File: src/bte_pkg.sv
package bte_pkg;

  // Fraction bits of the normalized time t (t = 1.0 is 1 << T_BITS).
  localparam int T_BITS = 22;

  // Internal widths: control points (60x scaled), differences, second
  // differences, derivative values before the final divide, and products.
  localparam int PW  = 40;
  localparam int DW  = 41;
  localparam int SW  = 42;
  localparam int VW  = 48;
  localparam int PRW = 64;

  typedef logic signed [PW-1:0]  bte_pt_t;
  typedef logic signed [DW-1:0]  bte_dif_t;
  typedef logic signed [SW-1:0]  bte_sd_t;
  typedef logic signed [VW-1:0]  bte_val_t;
  typedef logic signed [PRW-1:0] bte_prd_t;
  typedef logic [T_BITS:0]       bte_t_t;

  localparam bte_t_t   T_ONE  = bte_t_t'(1) << T_BITS;
  localparam bte_prd_t T_HALF = bte_prd_t'(1) <<< (T_BITS - 1);

  // Limits on |v| + 30 beyond which the divide by 60 saturates.
  localparam logic [48:0] SAT_POS_LIM = 49'd128849018880;
  localparam logic [48:0] SAT_NEG_LIM = 49'd128849018940;
  localparam logic [31:0] S32_MAX     = 32'h7fff_ffff;
  localparam logic [31:0] S32_MIN     = 32'h8000_0000;
  localparam logic [6:0]  DIVISOR     = 7'd60;

  // One item as it moves through the curve pipeline.
  typedef struct packed {
    logic             mode;
    bte_t_t           t;
    bte_pt_t [5:0]    p;
    bte_dif_t         fd;
    bte_sd_t          sd;
    bte_val_t         acc;
  } bte_item_t;

  typedef struct packed {
    logic [7:0] q;
    logic [5:0] r;
  } bte_d60_t;

  // Eight steps of long division by 60: remainder in, eight dividend bits in.
  function automatic bte_d60_t bte_div60_byte(input logic [5:0] r_in, input logic [7:0] b);
    logic [6:0] r;
    bte_d60_t   res;
    r = {1'b0, r_in};
    res = '0;
    for (int k = 7; k >= 0; k--) begin
      r = {r[5:0], b[k]};
      if (r >= DIVISOR) begin
        res.q[k] = 1'b1;
        r = r - DIVISOR;
      end
    end
    res.r = r[5:0];
    return res;
  endfunction

endpackage

File: src/bte_fin.sv
module bte_fin (
  input  logic                           clk,
  input  logic                           rst_n,
  input  logic                           adv,
  input  logic                           in_vld,
  input  logic [2:0][bte_pkg::VW-1:0]    in_val,
  output logic                           out_vld,
  output logic [2:0][31:0]               out_val
);

  localparam int NDV = 5;

  logic                f0_vld_r;
  logic [NDV-1:0]      dv_vld_r;
  logic                o_vld_r;
  logic                f0_neg_r[3], f0_sat_r[3];
  logic [39:0]         f0_dvd_r[3];
  logic                f0_neg_nxt[3], f0_sat_nxt[3];
  logic [39:0]         f0_dvd_nxt[3];
  logic                dv_neg_r[NDV][3], dv_sat_r[NDV][3];
  logic [39:0]         dv_dd_r [NDV][3];
  logic [39:0]         dv_q_r  [NDV][3];
  logic [39:0]         dv_q_nxt[NDV][3];
  logic [5:0]          dv_rm_r  [NDV][3];
  logic [5:0]          dv_rm_nxt[NDV][3];
  logic [2:0][31:0]    o_val_r, o_val_nxt;

  // Magnitude plus half the divisor, and the saturation decision.
  always_comb begin
    logic [47:0] mag;
    logic [48:0] m;
    for (int j = 0; j < 3; j++) begin
      f0_neg_nxt[j] = in_val[j][bte_pkg::VW-1];
      mag           = f0_neg_nxt[j] ? 48'(-in_val[j]) : 48'(in_val[j]);
      m             = {1'b0, mag} + 49'd30;
      f0_sat_nxt[j] = f0_neg_nxt[j] ? (m >= bte_pkg::SAT_NEG_LIM)
                                    : (m >= bte_pkg::SAT_POS_LIM);
      f0_dvd_nxt[j] = m[39:0];
    end
  end

  // Long division by 60, one dividend byte per stage, MSB first.
  always_comb begin
    logic [5:0]        rin;
    logic [39:0]       qin;
    logic [39:0]       dd;
    bte_pkg::bte_d60_t res;
    for (int s = 0; s < NDV; s++) begin
      for (int j = 0; j < 3; j++) begin
        if (s == 0) begin
          rin = '0;
          qin = '0;
          dd  = f0_dvd_r[j];
        end else begin
          rin = dv_rm_r[s-1][j];
          qin = dv_q_r[s-1][j];
          dd  = dv_dd_r[s-1][j];
        end
        res = bte_pkg::bte_div60_byte(rin, dd[39-8*s -: 8]);
        dv_q_nxt[s][j]  = {qin[31:0], res.q};
        dv_rm_nxt[s][j] = res.r;
      end
    end
  end

  // Sign and clamp.
  always_comb begin
    logic [31:0] q32;
    for (int j = 0; j < 3; j++) begin
      q32 = dv_q_r[NDV-1][j][31:0];
      if (dv_sat_r[NDV-1][j]) begin
        o_val_nxt[j] = dv_neg_r[NDV-1][j] ? bte_pkg::S32_MIN : bte_pkg::S32_MAX;
      end else begin
        o_val_nxt[j] = dv_neg_r[NDV-1][j] ? 32'(-q32) : q32;
      end
    end
  end

  always_ff @(posedge clk) begin
    if (!rst_n) begin
      f0_vld_r <= 1'b0;
      dv_vld_r <= '0;
      o_vld_r  <= 1'b0;
    end else if (adv) begin
      f0_vld_r <= in_vld;
      dv_vld_r <= {dv_vld_r[NDV-2:0], f0_vld_r};
      o_vld_r  <= dv_vld_r[NDV-1];
    end
  end

  always_ff @(posedge clk) begin
    if (adv) begin
      for (int j = 0; j < 3; j++) begin
        f0_neg_r[j] <= f0_neg_nxt[j];
        f0_sat_r[j] <= f0_sat_nxt[j];
        f0_dvd_r[j] <= f0_dvd_nxt[j];
        for (int s = 0; s < NDV; s++) begin
          dv_q_r[s][j]  <= dv_q_nxt[s][j];
          dv_rm_r[s][j] <= dv_rm_nxt[s][j];
          if (s == 0) begin
            dv_neg_r[s][j] <= f0_neg_r[j];
            dv_sat_r[s][j] <= f0_sat_r[j];
            dv_dd_r[s][j]  <= f0_dvd_r[j];
          end else begin
            dv_neg_r[s][j] <= dv_neg_r[s-1][j];
            dv_sat_r[s][j] <= dv_sat_r[s-1][j];
            dv_dd_r[s][j]  <= dv_dd_r[s-1][j];
          end
        end
      end
      o_val_r <= o_val_nxt;
    end
  end

  assign out_vld = o_vld_r;
  assign out_val = o_val_r;

endmodule

File: config.mk
export PLATFORM = sky130hd
export DESIGN_NAME = bte_fin
export DESIGN_NICKNAME = d
export VERILOG_FILES = /design/src/bte_pkg.sv /design/src/bte_fin.sv
export SDC_FILE = /design/constraint.sdc
export NUM_CORES = 1
export LEC_CHECK = 0
export ABC_AREA = 1
export ABC_CLOCK_PERIOD_IN_PS = 12900
export BUFFER_PORTS_ARGS = -buffer_cell sky130_fd_sc_hd__buf_2
export CAP_MARGIN = 20
export CORE_ASPECT_RATIO = 1.2
export CORE_UTILIZATION = 65
export CTS_CLUSTER_DIAMETER = 120
export CTS_CLUSTER_SIZE = 14
export DETAILED_ROUTE_END_ITERATION = 8
export GPL_TIMING_DRIVEN = 0
export HOLD_SLACK_MARGIN = 0.02
export PLACE_DENSITY = 0.89
export SYNTH_ARGS = -nofsm -noshare
export SYNTH_HDL_FRONTEND = slang
export SYNTH_SLANG_ARGS = --single-unit
File: constraint.sdc
create_clock -name clk -period 12.9 [get_ports clk]
set_clock_uncertainty 0.1 [all_clocks]
set_input_delay 2.58 -clock clk [delete_from_list [all_inputs] [get_ports clk]]
set_output_delay 2.58 -clock clk [all_outputs]
set_load 0.005 [all_outputs]
==> results of run 1 <==
## worst max-delay path by stage
stage | start | to | slack (ns) | cells past startpoint
after floorplan | in_val[49] | f0_sat_r[0][1] | 6.68 | 25
after global placement | adv | dv_vld_r[4] | -4.01 | 4
after detailed placement | in_val[49] | f0_sat_r[0][1] | 5.49 | 23
after CTS | in_val[49] | f0_sat_r[0][1] | 6.15 | 23
after global routing | in_val[49] | f0_sat_r[0][1] | 5.66 | 24
final | in_val[49] | f0_sat_r[0][1] | 6.12 | 23
## routing by layer
metal  track usage [%]  wire [um]  vias to the layer above  part of all wire (%)
met4              11.3       3840                        2                   4.1
li1                  -          -                    16900                     -
met2              49.6      50300                      919                    54
met3              2.77       4070                      269                   4.4
met5                 0         13                        -                 0.014
met1              27.9      34700                    15800                    37
## critical path, delay by kind of cell
family          cells  cell delay, ns
buf+inv             4            0.37
fa+ha+maj           1            0.16
xor+xnor            2            0.44
compound gates      1            0.14
simple gates       15            3.32
## kinds of logic (layout without fill, tap and decap cells)
kind of cell	count (synthesis)	count (layout)	share of synthesized area, %
buf+inv	810	1139	6.60
compound gates	331	331	4.52
other cells	0	6	0
flops	781	781	50.7
fa+ha+maj	111	111	3.01
mux	5	5	0.114
xor+xnor	444	444	8.50
simple gates	2436	2436	26.6
## area by class of cell
type                    count  area [sq um]
multi-input cells        3327         19700
repair buffers            250          1400
well taps                 918          1150
plain buffers              35           131
flip-flops and latches    781         23400
clock inverters             3          43.8
fillers                  4852         19600
diodes                      6          15.0
inverters                 775          2910
clock buffers              76          1600
## through the flow
step                      setup WS (ns)  instance area [sq um]  std cells  utilization [%]  setup TNS [ns]
after floorplan                    6.68                  46100       4918                -               0
after global placement            -4.01                  48500       6080             69.4        -1529.06
after detailed placement           5.49                  48700       6086             69.6               0
after CTS                          6.15                  50300       6165             72.0               0
after global routing               5.66                  50300       6168             72.0               0
final                              6.12                  50300       6171             72.0               0
## cells in the final DEF (no fill, tap or decap), types with 15 or more instances in the layout
master     count
nand2_1      878
edfxtp_1     774
inv_1        720
nor2_1       474
nand3_1      378
xor2_1       334
buf_2        243
nand2_2      200
o21ai_0      123
ha_1         111
xnor2_1      106
nand4_1      101
a21oi_1       84
nor3_1        69
nand3_2       65
clkbuf_16     62
inv_2         51
nor4_1        50
nand2_4       47
clkbuf_1      44
a21oi_2       40
nand3b_1      30
or2_2         25
nor2_2        21
o21ai_2       17
nand3_4       15
## cells in the mapped netlist (69+ instances only)
master    number  area share, %
nor2_1       474            3.9
nand2_1      878            7.1
o21ai_0      123            1.3
edfxtp_1     774             50
nand4_1      101            1.4
nor3_1        69           0.75
xnor2_1      106            2.0
a21oi_1       84           0.91
inv_1        720            5.9
ha_1         111            3.0
xor2_1       334            6.3
nand3_1      378            4.1
nand2_2      200            2.7
## state kept, by name (all words and copies together), names as in the netlist
signal and count:
f0_sat_r 3, dv_rm_r 48, out_vld 1, dv_dd_r 240
dv_sat_r 15, dv_neg_r 15, out_val 96, f0_neg_r 3
dv_q_r 240, f0_vld_r 1, dv_vld_r 5, f0_dvd_r 114
==> flow_metrics.env, run 1 <==
export IMPL_routed_wirelength_um=93000
export IMPL_start_util_pct=66.0
export IMPL_grt_pass1_wl_um=151000
export IMPL_whs_ns=0.282
export IMPL_crit_required_ns=13.14
export IMPL_die_w_um=245
export IMPL_finalCritPeriodShare_pct=52.6
export IMPL_syn_num_nets=5177
export IMPL_synth_avg_cell_area_sq_um=9.38
export IMPL_antenna_found_initial=6
export IMPL_hold_path_end="dv_dd_r[0][335]"
export IMPL_slew_headroom_pct=45.3
export IMPL_cts_clk_slew_worst_paths_ns=0.06
export IMPL_cts_buffer_depth=3
export IMPL_drive_gt1_share_pct=16.3
export IMPL_via_per_inst=5.49
export IMPL_holdPathStages=0
export IMPL_cts_num_sinks=781
export IMPL_outcome="complete, no violations"
export IMPL_cts_hold_buf=0
export IMPL_rows=106
export IMPL_hold_viol=0
export IMPL_rsz0062_at_grt="no"
export IMPL_final_nets=5490
export IMPL_ant_nets=0
export IMPL_yosysWarnings=0
export IMPL_synth_edff_count=774
export IMPL_gp_congestion=0.937
export IMPL_drt_iter0_drc=2075
export IMPL_drc=0
export IMPL_post_cts_buffers=0
export IMPL_clock_root_buffer="clkbuf_16"
export IMPL_grt_use_total_pct=25.7
export IMPL_ctsResizeCount=0
export IMPL_cp_start_kind="primary input"
export IMPL_grt_overflow=0
export IMPL_firstDrtPassIters=6
export IMPL_cts_buffers=61
export IMPL_critPathArrivalTime_ns=7.02
export IMPL_max_freq_mhz=147
export IMPL_clk_latency_ns=0.64
export IMPL_rr_startpoint="dv_dd_r[0][145]"
export IMPL_ioPinCount=245
export IMPL_cpMostUsedCell="nand4_1"
export IMPL_ys_seq_elements=781
export IMPL_crit_chain="buf_2 -> inv_1 -> ha_1 -> inv_1 -> nor3_1 -> nand3_1 -> nor3b_1 -> nor2_1 -> xor2_1 -> nand2_1 -> nor3_1 -> inv_1 -> nor2_1 -> and3_1 -> nand4_1 -> nor3_1 -> nand4_1 -> nor2_1 -> nand4_1 -> xnor2_1 -> nand4_1 -> nor4_2 -> o2111ai_1"
export IMPL_dr_total_vias=33900
export IMPL_finalSetupViolCount=0
export IMPL_core_sq_um=69900
export IMPL_area_growth_pct=9.12
export IMPL_slowest_delay_ns=0.43
export IMPL_synth_ff_type="edfxtp_1"
export IMPL_worst_r2r_cell_count=37
export IMPL_hpwl_um=71500
export IMPL_cp_end_kind="flop"
export IMPL_drv_cap=0
export IMPL_tightest_slew_ns=0.813
export IMPL_synth_distinct_cells=67
export IMPL_worst_hold_startpoint="dv_dd_r[0][215]"
export IMPL_die_h_um=294
export IMPL_slew_violations=0
export IMPL_grt_max_degree=143
export IMPL_htreeDepth=2
export IMPL_rrSetupSlack_ns=7.78
export IMPL_criticalPathCategory="in -> reg"
export IMPL_syn_inst=4918
export IMPL_hold_class="reg -> reg"
export IMPL_wire_per_inst_um=15.1
export IMPL_crit_path_top_delay_cell="nor3b_1"
export IMPL_dieArea_sq_um=72000
export IMPL_netlist_area_sq_um=46100
export IMPL_ys_seq_area_share_pct=50.7
export IMPL_portBuffers=244
export IMPL_period_minus_slack_ns=6.78
export IMPL_cts_tree="yes"
export IMPL_path_max_fanout=3
export IMPL_async_reset_ff_share_pct=0
export IMPL_reg2reg_to="dv_rm_r[0][39]"
export IMPL_grt_pass1_vias=32900
Power of run 1 is left out: the tool's default activity adds up to more than one toggle a clock period on the data nets, which glitch-free logic cannot reach.
==> inputs of run 2 (changes only) <==
- ABC_CLOCK_PERIOD_IN_PS: 12900 -> 6500
- CORE_UTILIZATION: 65 -> 62
- PLACE_DENSITY: 0.89 -> 0.86
- clock period: 12.9 -> 6.5 ns (I/O delays scaled with it)
==> flow_metrics.env, run 2 (synthesized netlist as in run 1, its figures left out) <==
export IMPL_outcome="complete, no violations"
export IMPL_dr_total_vias=33400
export IMPL_htreeDepth=2
export IMPL_core_sq_um=73600
export IMPL_drc=0
export IMPL_slew_violations=0
export IMPL_cts_hold_buf=0
export IMPL_clock_root_buffer="clkbuf_16"
export IMPL_start_util_pct=62.6
export IMPL_grt_overflow=0
export IMPL_portBuffers=244
export IMPL_cts_tree="yes"
export IMPL_drv_cap=0
export IMPL_rows=109
export IMPL_hold_viol=0
export IMPL_path_max_fanout=3
export IMPL_rsz0062_at_grt="no"
export IMPL_wire_per_inst_um=14.5
export IMPL_grt_pass1_wl_um=147000
export IMPL_final_cell_mix="nand2_1, edfxtp_1, inv_1, nor2_1, nand3_1"
export IMPL_drt_iter0_drc=2263
export IMPL_worst_r2r_cell_count=37
export IMPL_die_w_um=251
export IMPL_cts_buffer_depth=3
export IMPL_cp_start_kind="primary input"
export IMPL_finalSetupViolCount=0
export IMPL_ctsResizeCount=0
export IMPL_die_h_um=301
export IMPL_tns_ns=0
export IMPL_period_minus_slack_ns=5.45
export IMPL_cp_end_kind="flop"
export IMPL_dieArea_sq_um=75500
export IMPL_routed_wirelength_um=89700
export IMPL_via_per_inst=5.39
export IMPL_hold_class="reg -> reg"
export IMPL_max_freq_mhz=184
export IMPL_whs_ns=0.302
export IMPL_grt_pass1_vias=32400
export IMPL_grt_max_degree=140
export IMPL_cts_clk_slew_worst_paths_ns=0.07
export IMPL_cts_num_sinks=781
export IMPL_area_growth_pct=9.11
export IMPL_place_inst=6111
export IMPL_drive_gt1_share_pct=16.3
export IMPL_final_nets=5490
export IMPL_holdPathStages=0
export IMPL_layout_commonest_cell="nand2_1"
export IMPL_post_cts_buffers=0
export IMPL_antenna_found_initial=16
export IMPL_ant_nets=0
export IMPL_slew_headroom_pct=37.7
export IMPL_cts_buffers=61
export IMPL_layoutNonFillerInstCount=6198
export IMPL_clk_latency_ns=0.64
export IMPL_reg_largest_list="dv_dd_r x240, dv_q_r x240, f0_dvd_r x114"
export IMPL_tightest_slew_ns=0.926
export IMPL_n_fill_cell=5460
export IMPL_crit_required_ns=6.76
export IMPL_critPathArrivalTime_ns=5.71
export IMPL_finalCritPeriodShare_pct=83.8
export IMPL_grt_use_total_pct=23.8
export IMPL_ioPinCount=245
export IMPL_rrSetupSlack_ns=1.58
export IMPL_criticalPathCategory="in -> reg"
export IMPL_firstDrtPassIters=6
export IMPL_hpwl_um=69100
export IMPL_gp_congestion=0.937
## run 2: changes by cell type in the layout (fill, tap and decap cells not counted), sizes merged
cell / delta
diode: +4
clkbuf: -2
clkinv: -1
inv: +1
## run 2: routing by layer
layer  vias to the layer above  global-route usage [%]  share of wire [%]
li1                      16900                       -                  -
met1                     15400                    26.7                 39
met2                       825                    44.5                 52
met3                       233                    3.29                4.8
met4                         6                    10.9                4.3
met5                         -                       0              0.037
## run 2: final cells by class
type / instances / area (sq um) / area share (%)
Inverter: 775 / 2910 / 5.79
Multi-Input combinational cell: 3327 / 19700 / 39.1
Tap cell: 943 / 1180 / 2.35
Sequential cell: 781 / 23400 / 46.5
Clock buffer: 74 / 1580 / 3.13
Antenna cell: 10 / 25.0 / 0.0497
Buffer: 35 / 131 / 0.261
Timing Repair Buffer: 250 / 1400 / 2.78
Clock inverter: 3 / 22.5 / 0.0448
## run 2: final timing paths
path                   startpoint              end
setup reg to reg  dv_dd_r[0][225]   dv_rm_r[0][53]
hold / removal    dv_dd_r[0][137]  dv_dd_r[0][257]
hold reg to reg   dv_dd_r[0][137]  dv_dd_r[0][257]
setup / recovery       in_val[49]   f0_sat_r[0][1]
## run 2: metrics by stage
| stage | setup WS, ns | utilization (%) | instance area [sq um] |
|---|---|---|---|
| finish | 1.05 | 68.3 | 50300 |
| global route | 0.599 | 68.3 | 50300 |
| CTS | 1.09 | 68.3 | 50300 |
| detailed placement | 0.419 | 66.1 | 48700 |
| global placement | -9.27 | 65.9 | 48500 |
| floorplan | 1.56 | - | 46100 |
## run 2: worst max-delay path: stages
cell and delay [ns]:
buf_2 0.11, inv_1 0.06, ha_1 0.16, inv_1 0.05
nor3_1 0.19, nand3_1 0.17, nor3b_1 0.41, nand3_1 0.25
nand2_1 0.13, xor2_1 0.23, inv_1 0.09, nor2_1 0.12
inv_1 0.05, nor2_1 0.13, nand2_1 0.09, nor3_2 0.33
nand4_1 0.22, nor4_1 0.42, nand4_1 0.25, nor2_2 0.22
nand2_1 0.09, xor2_1 0.15, clkinv_1 0.04, nand4_1 0.09
nor4_2 0.21, o2111ai_1 0.15
Power of run 2 is left out for the same reason.
